**src/crlf_line_command_parser_assert.svh**
```systemverilog
// assertion macros for the crlf line command parser rtl
`ifndef CRLF_LINE_COMMAND_PARSER_ASSERT_SVH
`define CRLF_LINE_COMMAND_PARSER_ASSERT_SVH

// checked on every clock edge once reset is released
`define CLP_ASSERT(label, prop) \
  label: assert property (@(posedge clk_i) disable iff (!rst_ni) prop) \
    else $error("clp assertion failed");

// checked on every clock edge, reset included
`define CLP_ASSERT_ALWAYS(label, prop) \
  label: assert property (@(posedge clk_i) prop) \
    else $error("clp assertion failed");

`endif

```
**src/clpr_pkg.sv**
```systemverilog
// types and constants shared by the crlf line command parser
`timescale 1ns / 1ps

package clpr_pkg;

  localparam int unsigned HeadDepth = 8;
  localparam int unsigned LenWidth  = 4;
  localparam int unsigned IdxWidth  = 3;

  localparam logic [7:0] BYTE_CR    = 8'h0D;
  localparam logic [7:0] BYTE_LF    = 8'h0A;
  localparam logic [7:0] BYTE_MINUS = 8'h2D;
  localparam logic [7:0] BYTE_ZERO  = 8'h30;

  localparam logic [LenWidth-1:0] LEN_MAX = 4'hF;

  // command texts, first character at index 0
  localparam logic [5:0][7:0] TEXT_STOP = {BYTE_LF, BYTE_CR, "P", "O", "T", "S"};
  localparam logic [2:0][7:0] TEXT_RUN  = {"N", "U", "R"};
  localparam logic [2:0][7:0] TEXT_A    = {BYTE_LF, BYTE_CR, "A"};
  localparam logic [2:0][7:0] TEXT_B    = {BYTE_LF, BYTE_CR, "B"};

  typedef enum logic [2:0] {
    KIND_STOP  = 3'd0,
    KIND_RUN   = 3'd1,
    KIND_A     = 3'd2,
    KIND_B     = 3'd3,
    KIND_OTHER = 3'd4
  } line_kind_e;

  // first bytes of a finished line, unwritten bytes are zero
  typedef struct packed {
    logic [HeadDepth-1:0][7:0] head;
  } line_t;

endpackage

```
**src/crlf_line_command_parser.sv**
```systemverilog
// top level of the crlf line command parser
`timescale 1ns / 1ps
`include "crlf_line_command_parser_assert.svh"

// a line result passes the gather line register, then the classify result register, after its lf item is taken
// throughput: one byte item per cycle while s_axis_tready is high, set by the gather and classify registers
// a result waiting at the output does not stop new bytes until a second line ends
// reset (async, active low) clears the line buffer, length, last byte, speed and stop flag
module crlf_line_command_parser (
  input  logic        clk_i,
  input  logic        rst_ni,
  // received bytes
  input  logic        s_axis_tvalid,
  output logic        s_axis_tready,
  input  logic [7:0]  s_axis_tdata,   // [7:0] rx_byte
  // line results
  output logic        m_axis_tvalid,
  input  logic        m_axis_tready,
  output logic [23:0] m_axis_tdata,   // [15:0] speed_tenths, [16] stop_flag, rest zero
  output logic [2:0]  m_axis_tuser    // [2:0] line_kind
);
  import clpr_pkg::*;

  logic       line_vld, line_rdy;
  line_t      line;
  logic [15:0] speed;
  logic       stop;
  logic       lf_take;

  // gathers bytes into the line buffer, hands over a line at each cr lf
  clpr_gather u_gather (
    .clk_i      (clk_i),
    .rst_ni     (rst_ni),
    .byte_vld_i (s_axis_tvalid),
    .byte_rdy_o (s_axis_tready),
    .byte_i     (s_axis_tdata),
    .line_vld_o (line_vld),
    .line_rdy_i (line_rdy),
    .line_o     (line)
  );

  // decodes the line, updates speed and stop flag, holds the result
  clpr_classify u_classify (
    .clk_i      (clk_i),
    .rst_ni     (rst_ni),
    .line_vld_i (line_vld),
    .line_rdy_o (line_rdy),
    .line_i     (line),
    .res_vld_o  (m_axis_tvalid),
    .res_rdy_i  (m_axis_tready),
    .kind_o     (m_axis_tuser),
    .speed_o    (speed),
    .stop_o     (stop)
  );

  assign m_axis_tdata = {7'b0, stop, speed};

  // an lf item taken at this edge
  assign lf_take = s_axis_tvalid && s_axis_tready && (s_axis_tdata == BYTE_LF);

  // a stop result always carries zero speed and the flag set
  `CLP_ASSERT(a_stop_result, (m_axis_tvalid && m_axis_tuser == KIND_STOP) |-> (stop && speed == '0))
  // a run result always clears the flag
  `CLP_ASSERT(a_run_result, (m_axis_tvalid && m_axis_tuser == KIND_RUN) |-> !stop)
  // a finished line only appears right after an lf item was taken
  `CLP_ASSERT(a_line_from_lf, $rose(line_vld) |-> $past(lf_take))
  // a new result only appears after a line was pending
  `CLP_ASSERT(a_res_from_line, $rose(m_axis_tvalid) |-> $past(line_vld))

endmodule

```
**src/clpr_gather.sv**
```systemverilog
// line gather stage: collects bytes and hands over each finished line
`timescale 1ns / 1ps

module clpr_gather (
  input  logic           clk_i,
  input  logic           rst_ni,
  input  logic           byte_vld_i,
  output logic           byte_rdy_o,
  input  logic [7:0]     byte_i,
  output logic           line_vld_o,
  input  logic           line_rdy_i,
  output clpr_pkg::line_t line_o
);
  import clpr_pkg::*;

  logic [HeadDepth-1:0][7:0] head_q, head_d, head_new;
  logic [LenWidth-1:0]       len_q, len_d;
  logic [7:0]                prev_q, prev_d;
  logic                      line_vld_q, line_vld_d;
  line_t                     line_q, line_d;
  logic                      take, ends;

  assign byte_rdy_o = !line_vld_q || line_rdy_i;
  assign take       = byte_vld_i && byte_rdy_o;
  assign ends       = (len_q != '0) && (prev_q == BYTE_CR) && (byte_i == BYTE_LF);

  always_comb begin
    head_new = head_q;
    if (!len_q[LenWidth-1]) begin
      head_new[len_q[IdxWidth-1:0]] = byte_i;
    end
    head_d     = head_q;
    len_d      = len_q;
    prev_d     = prev_q;
    line_d     = line_q;
    line_vld_d = line_vld_q && !line_rdy_i;
    if (take) begin
      prev_d = byte_i;
      if (ends) begin
        line_d.head = head_new;
        line_vld_d  = 1'b1;
        head_d      = '0;
        len_d       = '0;
      end else begin
        head_d = head_new;
        if (len_q != LEN_MAX) begin
          len_d = len_q + 1'b1;
        end
      end
    end
  end

  always_ff @(posedge clk_i or negedge rst_ni) begin
    if (!rst_ni) begin
      head_q     <= '0;
      len_q      <= '0;
      prev_q     <= '0;
      line_vld_q <= 1'b0;
    end else begin
      head_q     <= head_d;
      len_q      <= len_d;
      prev_q     <= prev_d;
      line_vld_q <= line_vld_d;
    end
  end

  always_ff @(posedge clk_i) begin
    line_q <= line_d;
  end

  assign line_vld_o = line_vld_q;
  assign line_o     = line_q;

endmodule

```
**src/clpr_classify.sv**
```systemverilog
// classify stage: decodes a finished line and holds speed and stop state
`timescale 1ns / 1ps

module clpr_classify (
  input  logic            clk_i,
  input  logic            rst_ni,
  input  logic            line_vld_i,
  output logic            line_rdy_o,
  input  clpr_pkg::line_t line_i,
  output logic            res_vld_o,
  input  logic            res_rdy_i,
  output logic [2:0]      kind_o,
  output logic [15:0]     speed_o,
  output logic            stop_o
);
  import clpr_pkg::*;

  logic signed [15:0] speed_q, speed_d;
  logic               stop_q, stop_d;
  logic               res_vld_q, res_vld_d;
  line_kind_e         kind_q, kind_d;
  logic               adv;
  logic signed [15:0] d4, d5, d7, mag;

  assign line_rdy_o = !res_vld_q || res_rdy_i;
  assign adv        = line_vld_i && line_rdy_o;

  // digits are byte minus ascii zero, unchecked
  assign d4  = $signed({8'h00, line_i.head[4]}) - $signed({8'h00, BYTE_ZERO});
  assign d5  = $signed({8'h00, line_i.head[5]}) - $signed({8'h00, BYTE_ZERO});
  assign d7  = $signed({8'h00, line_i.head[7]}) - $signed({8'h00, BYTE_ZERO});
  assign mag = d4 * 16'sd100 + d5 * 16'sd10 + d7;

  always_comb begin
    speed_d   = speed_q;
    stop_d    = stop_q;
    kind_d    = kind_q;
    res_vld_d = res_vld_q && !res_rdy_i;
    if (adv) begin
      res_vld_d = 1'b1;
      if (line_i.head[5:0] == TEXT_STOP) begin
        kind_d  = KIND_STOP;
        speed_d = '0;
        stop_d  = 1'b1;
      end else if (line_i.head[2:0] == TEXT_RUN) begin
        kind_d  = KIND_RUN;
        stop_d  = 1'b0;
        speed_d = (line_i.head[3] == BYTE_MINUS) ? -mag : mag;
      end else if (line_i.head[2:0] == TEXT_A) begin
        kind_d = KIND_A;
      end else if (line_i.head[2:0] == TEXT_B) begin
        kind_d = KIND_B;
      end else begin
        kind_d = KIND_OTHER;
      end
    end
  end

  always_ff @(posedge clk_i or negedge rst_ni) begin
    if (!rst_ni) begin
      speed_q   <= '0;
      stop_q    <= 1'b0;
      res_vld_q <= 1'b0;
    end else begin
      speed_q   <= speed_d;
      stop_q    <= stop_d;
      res_vld_q <= res_vld_d;
    end
  end

  always_ff @(posedge clk_i) begin
    kind_q <= kind_d;
  end

  // speed and stop state only move when the held result has been taken
  assign res_vld_o = res_vld_q;
  assign kind_o    = kind_q;
  assign speed_o   = speed_q;
  assign stop_o    = stop_q;

endmodule

```
**config.mk**
```make
export PLATFORM = sky130hd
export DESIGN_NAME = crlf_line_command_parser
export DESIGN_NICKNAME = d
export VERILOG_FILES = /design/src/clpr_pkg.sv /design/src/crlf_line_command_parser.sv /design/src/clpr_gather.sv /design/src/clpr_classify.sv
export VERILOG_INCLUDE_DIRS = /design/src /design/src/src
export SDC_FILE = /design/constraint.sdc
export NUM_CORES = 1
export LEC_CHECK = 0
export ABC_AREA = 1
export BUFFER_PORTS_ARGS = -buffer_cell sky130_fd_sc_hd__buf_2
export CAP_MARGIN = 20
export CORE_MARGIN = 3
export CORE_UTILIZATION = 50
export DETAILED_ROUTE_END_ITERATION = 7
export GPL_TIMING_DRIVEN = 0
export HOLD_SLACK_MARGIN = 0.06
export PLACE_DENSITY = 0.7
export SYNTH_ARGS = -nofsm -noshare
export SYNTH_HDL_FRONTEND = slang
export SYNTH_HIERARCHICAL = 1
export SYNTH_SLANG_ARGS = --single-unit
```
**constraint.sdc**
```tcl
create_clock -name clk_i -period 5.45 [get_ports clk_i]
set_clock_uncertainty 0.15 [all_clocks]
set_input_delay 1.3625 -clock clk_i [delete_from_list [all_inputs] [get_ports clk_i]]
set_output_delay 1.3625 -clock clk_i [all_outputs]
set_load 0.02 [all_outputs]
```
==> reports/results.ini, run 1 <==
[run_status]
status=finished clean

[floorplanning]
die_w_um=144
die-area_sq_um=20700
io_pins=41
initial_utilization=0.519
core_region_area_sq_um=18300
die_y_um=144
rows=49

[route]
vias_per_cell=5.25
dr.pass1.iters=6
drc=0
vias=7676
routed_wirelength_um=21900
drtIter0Drc=586
avgRoutedWirePerCell_um=15.0
ant_nets=0

[cells_and_area]
n_antenna_cell=0
post-route-util=0.583
syn2layout_area_growth_pct=12.4
layoutNonFillerInstCount=1461
fin_nets=1316
final_area_sq_um=10700
n_fill_cell=1605
final_layout_size_suffix_gt1_frac=0.126

[power_and_ir_drop]
p_total_mw=3.47
power_per_cell_area_nw_per_um2=325
power.leakage_nw=5.36
ir_drop_mv=0.366

[cts]
cts_tree=done
path_clk_slew_ps=70
htree_levels=4
postCtsHoldBufs=0
clock_sinks=146
cts-root-buf=clkbuf_16
cts_buffer_depth=2
numCtsBuffers=17
clkLatencyLatePin_ps=420

[hold_path]
min_path_type=reg -> reg

[run]
max-cap-violations=0

[worst_setup_path]
path_max_fanout=4
worstSetupPathType=reg -> reg
crit_path_end_kind=register
cp.arrival_ps=5260
start_kind=register
cp.required_ps=5610

[synth]
yosysWarnings=6
avgSynthCellArea_sq_um=8.22
synth_area_sq_um=9520
synth_cells=1158

[grt]
grt_pass1_wl_um=35800
overflow=0
grt_use_total=0.221
grt_start_max_net_pins=57
antenna_found_initial=0
first_global_vias=7325

[placed_design]
io_buffer_count=33
place_ws_ps=182
hpwl_um=16200
gp_congestion=0.922
dpl_cell_area_sq_um=10000
place_inst=1428

[sta]
period_share=0.936
hold_violations=0
setup_tns_ps=0
setup_violations=0
setup_ws_ps=349
worstMarginPinSlew_ps=765
clock.fmax_ghz=0.196
finalMaxSlewViolations=0
hold_ws_ps=323
post-route-min-period_ps=5100
slew_headroom=0.489

worst max-delay path, cell delays in order, from the launching register on:
cell      delay, ps
edfxtp_1        460
ha_2            250
xor2_2          180
inv_1           120
ha_1            330
fa_1            470
ha_1            310
ha_1            320
inv_1            80
o21bai_2        170
nand2_1          60
nand2_1          60
a21oi_1          70
xnor2_1         190
fa_1            460
ha_1            360
inv_1           100
o21bai_1         60
inv_1            50
o211ai_1         80
nor2_1          180
nand3_1         100
nand2_1         140
nand3_1          90
nand3_1         100
nand2_1          50
per-layer routing:
| layer | GRT usage | wire [um] | up-vias |
|---|---|---|---|
| met5 | 0 | 0 | - |
| met3 | 0.0346 | 852 | 42 |
| met2 | 0.354 | 10200 | 168 |
| li1 | - | - | 3876 |
| met4 | 0.0847 | 688 | 0 |
| met1 | 0.304 | 10200 | 3590 |
worst paths after layout:
check / startpoint / slack, ps / endpoint / depth (start not counted)
min: u_classify/speed_o[14] / 320 / u_classify/speed_o[14] / 2
min in group asynchronous: rst_ni / 750 / u_classify/speed_o[12] / 1
max in group asynchronous: rst_ni / 3740 / u_gather/head_q[10] / 2
max reg2reg: u_gather/line_o[36] / 350 / u_classify/speed_o[15] / 25
max: u_gather/line_o[36] / 350 / u_classify/speed_o[15] / 25
min reg2reg: u_classify/speed_o[14] / 320 / u_classify/speed_o[14] / 2
registers in the layout (all words and copies together), names as in the netlist, 3 cells and up:
signal	flops
u_gather/line_o	56
u_gather/len_q	4
u_gather/prev_q	8
u_gather/head_q	56
u_classify/speed_o	16
u_classify/kind_o	3
layout by cell type (no fill, tap or decap), types with 4 or more instances in the layout:
cell type / n
dfrtp_1: 87
nand2_1: 346
xnor2_1: 11
o21ai_0: 62
inv_8: 6
o21ai_2: 11
clkbuf_16: 17
a21oi_1: 24
nor4_1: 4
nand3b_1: 8
buf_2: 36
o21ai_1: 9
nand3_2: 6
inv_1: 150
buf_6: 5
conb_1: 7
buf_4: 15
nor3_1: 8
ha_1: 59
inv_6: 4
fa_1: 21
clkbuf_1: 14
nand2_2: 17
nor2_1: 43
nor2_2: 12
buf_1: 5
xor2_1: 18
nand4_1: 20
edfxtp_1: 59
nand3_1: 110
power by group:
group          switching [mW]  leakage (nW)  internal, mW
logic                   0.499          3.40         0.267
registers               0.120          1.68          1.43
clock network           0.507         0.288         0.652
cell type report:
type                            instances  area (sq um)  share of cell area
Buffer                                 41           245              0.0229
Clock buffer                           17           425              0.0398
Clock inverter                         15           161              0.0151
Inverter                              153           574              0.0537
Multi-Input combinational cell        824          4830               0.452
Sequential cell                       146          3950               0.369
Tap cell                              229           287              0.0268
Timing Repair Buffer                   36           223              0.0208
what timing repair did:
item | CTS | global route
setup endpoints to repair | 0 | 3
resized for setup | 0 | 12
buffers inserted | 0 | 1
(Power assumes the default switching activity.)
==> inputs of run 2 (changes only) <==
==> constraint.sdc (replaced) <==
create_clock -name clk_i -period 4.7 [get_ports clk_i]
set_clock_uncertainty 0.15 [all_clocks]
set_input_delay 1.175 -clock clk_i [delete_from_list [all_inputs] [get_ports clk_i]]
set_output_delay 1.175 -clock clk_i [all_outputs]
set_load 0.02 [all_outputs]
==> reports/results.ini, run 2 (synthesis results as in run 1) <==
[worst_setup_path]
crit_buf_inv=4  ; unchanged
worstSetupPathType=reg -> reg
max_stage_delay_ps=500  ; +30 ps
start_kind=register
reg2reg_slack_ps=-110  ; -460 ps
crit_top_cell=nand2_1
path_max_fanout=5  ; +1
cp.required_ps=4860  ; -750 ps
cp.arrival_ps=4980  ; -280 ps
r2r_end=u_classify/speed_o[15]
crit_path_end_kind=register
crit_family=adder cells
r2r_cells=26  ; +4.0%
cp_slowest_cell=fa_1
reg2reg_from=u_gather/line_o[36]

[route]
drtIter0Drc=588  ; +0.34%
drc=0  ; unchanged
vias=7901  ; +2.9%
vias_per_cell=5.35  ; +1.8%
routed_wirelength_um=22800  ; +3.8%
dr.pass1.iters=5  ; -1
ant_nets=0  ; unchanged
avgRoutedWirePerCell_um=15.4  ; +2.7%

[power_and_ir_drop]
swShare=0.323  ; -0.000849
ir_drop_mv=0.372  ; +1.9%
power_per_cell_area_nw_per_um2=357  ; +9.9%
power_frac_seq=0.448  ; +0.003
power.leakage_nw=5.47  ; +1.9%
p_clk_frac=0.328  ; -0.006
p_int_mw=2.71  ; +16%
p_comb_frac=0.224  ; +0.003
p_total_mw=4.01  ; +15%
switchingPower_mw=1.30  ; +15%

[cells_and_area]
post-route-util=0.612  ; +0.0290
multiInputGateArea_sq_um=5250  ; +8.7%
fin_nets=1332  ; +1.2%
final_layout_size_suffix_gt1_frac=0.190  ; +0.0641
n_antenna_cell=0  ; unchanged
final_common_cell=nand2_1
regArea_sq_um=3950  ; unchanged
syn2layout_area_growth_pct=18.0
mostFrequentLayoutCells=nand2_1, inv_1, nand3_1
n_fill_cell=1535  ; -4.4%

[cts]
htree_levels=4  ; unchanged
path_clk_slew_ps=70  ; about the same
clkLatencyLatePin_ps=430  ; about the same
cts_tree=done
numCtsBuffers=17  ; unchanged
cts-root-buf=clkbuf_16
cts_buffer_depth=2  ; unchanged
clock_sinks=146  ; unchanged

[floorplanning]
initial_utilization=0.519  ; unchanged
io_pins=41  ; unchanged
die_w_um=144  ; unchanged
rows=49  ; unchanged
core_region_area_sq_um=18300  ; unchanged
die_y_um=144  ; unchanged
die-area_sq_um=20700  ; unchanged

[hold_path]
hold_depth=2  ; unchanged
min_from=u_classify/speed_o[15]
min_path_type=reg -> reg
min_to=u_classify/speed_o[15]

[sta]
grt_setup_unrepaired=true
period_share=1.02  ; +0.0885
slew_headroom=0.465  ; -0.0237
finalMaxSlewViolations=0  ; unchanged
setup_ws_ps=-115  ; -464 ps
clock.fmax_ghz=0.208  ; +5.9%
setup_violations=3  ; +3
post-route-min-period_ps=4810  ; -286 ps
hold_violations=0  ; unchanged
worstMarginPinSlew_ps=800  ; +35.5 ps

[placed_design]
io_buffer_count=33  ; unchanged
gp_congestion=0.905  ; -1.8%
hpwl_um=16300  ; +0.56%

[run_status]
status=finished with violations
failed_checks=setup timing

[grt]
grt_use_total=0.228  ; +0.00671
antenna_found_initial=0  ; unchanged
grt_pass1_wl_um=37100  ; +3.5%
grt_start_max_net_pins=58  ; +1.8%
first_global_vias=7634  ; +4.2%
overflow=0  ; unchanged

[run]
max-cap-violations=0  ; unchanged

run 2: changes by cell type in the layout (fill, tap and decap cells not counted), sizes merged:
cell      change
clkinvlp      +2
buf          +16
clkbuf        +1
inv           -3
run 2: stage by stage:
stage / setup WS, ps / cells / hold slack (ps) / area, sq um / setup TNS, ps
6_report: -115 / 1477 / 327 / 11200 / -156
5_1_grt: -465 / 1477 / 348 / 11200 / -1160
4_1_cts: -78.5 / 1471 / 332 / 11000 / -78.5
3_5_place_dp: -579 / 1428 / 315 / 10100 / -2080
3_3_place_gp: -492 / 1426 / 307 / 10000 / -1480
2_1_floorplan: -11.7 / 1164 / 299 / 9550 / -11.7
run 2: how the worst max path moves through the flow:
stage / startpoint / cells past startpoint / end
after floorplan: u_gather/line_o[36] / 27 / u_classify/speed_o[15]
after global placement: u_gather/line_o[36] / 25 / u_classify/speed_o[15]
after detailed placement: u_gather/line_o[36] / 25 / u_classify/speed_o[15]
after CTS: u_gather/line_o[36] / 28 / u_classify/speed_o[15]
after global routing: u_gather/line_o[36] / 27 / u_classify/speed_o[15]
final: u_gather/line_o[36] / 26 / u_classify/speed_o[15]
run 2: final cells by class:
cell class | count | share of cell area
Multi-Input combinational cell | 824 | 0.468
Tap cell | 229 | 0.0255
Timing Repair Buffer | 52 | 0.0305
Clock buffer | 18 | 0.0382
Clock inverter | 14 | 0.0129
Inverter | 153 | 0.0514
Buffer | 41 | 0.0218
Sequential cell | 146 | 0.352
run 2: worst reg2reg max path, stage by stage, from the launching register on:
cell and delay [ps]:
edfxtp_1 430, ha_2 240, inv_1 50, nand2_1 130
inv_2 100, fa_1 500, ha_1 360, ha_4 290
a21oi_1 210, nand2_2 120, a31oi_2 200, xor2_1 220
fa_1 460, inv_2 80, ha_4 210, nand2_4 70
inv_1 50, a21oi_2 130, nand3_1 80, nand2_1 80
nand2_2 80, nor2_2 90, nand4_1 120, nand2_1 90
nand2_1 50, nand3_1 80, nand2_1 50
run 2: power by group through the flow:
stage,clock (mW),sequential [mW],combinational (mW)
after CTS,1.34,1.79,0.886
after detailed placement,0,1.81,0.877
after global placement,0,1.80,0.839
after floorplan,0,1.78,0.650
after global routing,1.39,1.83,1.02
final,1.31,1.80,0.897
run 2: timing repair:
item                       4_1_cts  5_1_grt
pin swaps                       46       28
setup endpoints to repair        7        7
hold buffers                     0        0
buffers inserted                11        6
resized for setup               54       38
run 2: per-layer routing:
metal	GRT usage	wire length, um	vias to the layer above
met5	0	0	-
met4	0.0892	690	0
met3	0.0376	1180	42
met2	0.379	10800	222
met1	0.298	10100	3733
li1	-	-	3904
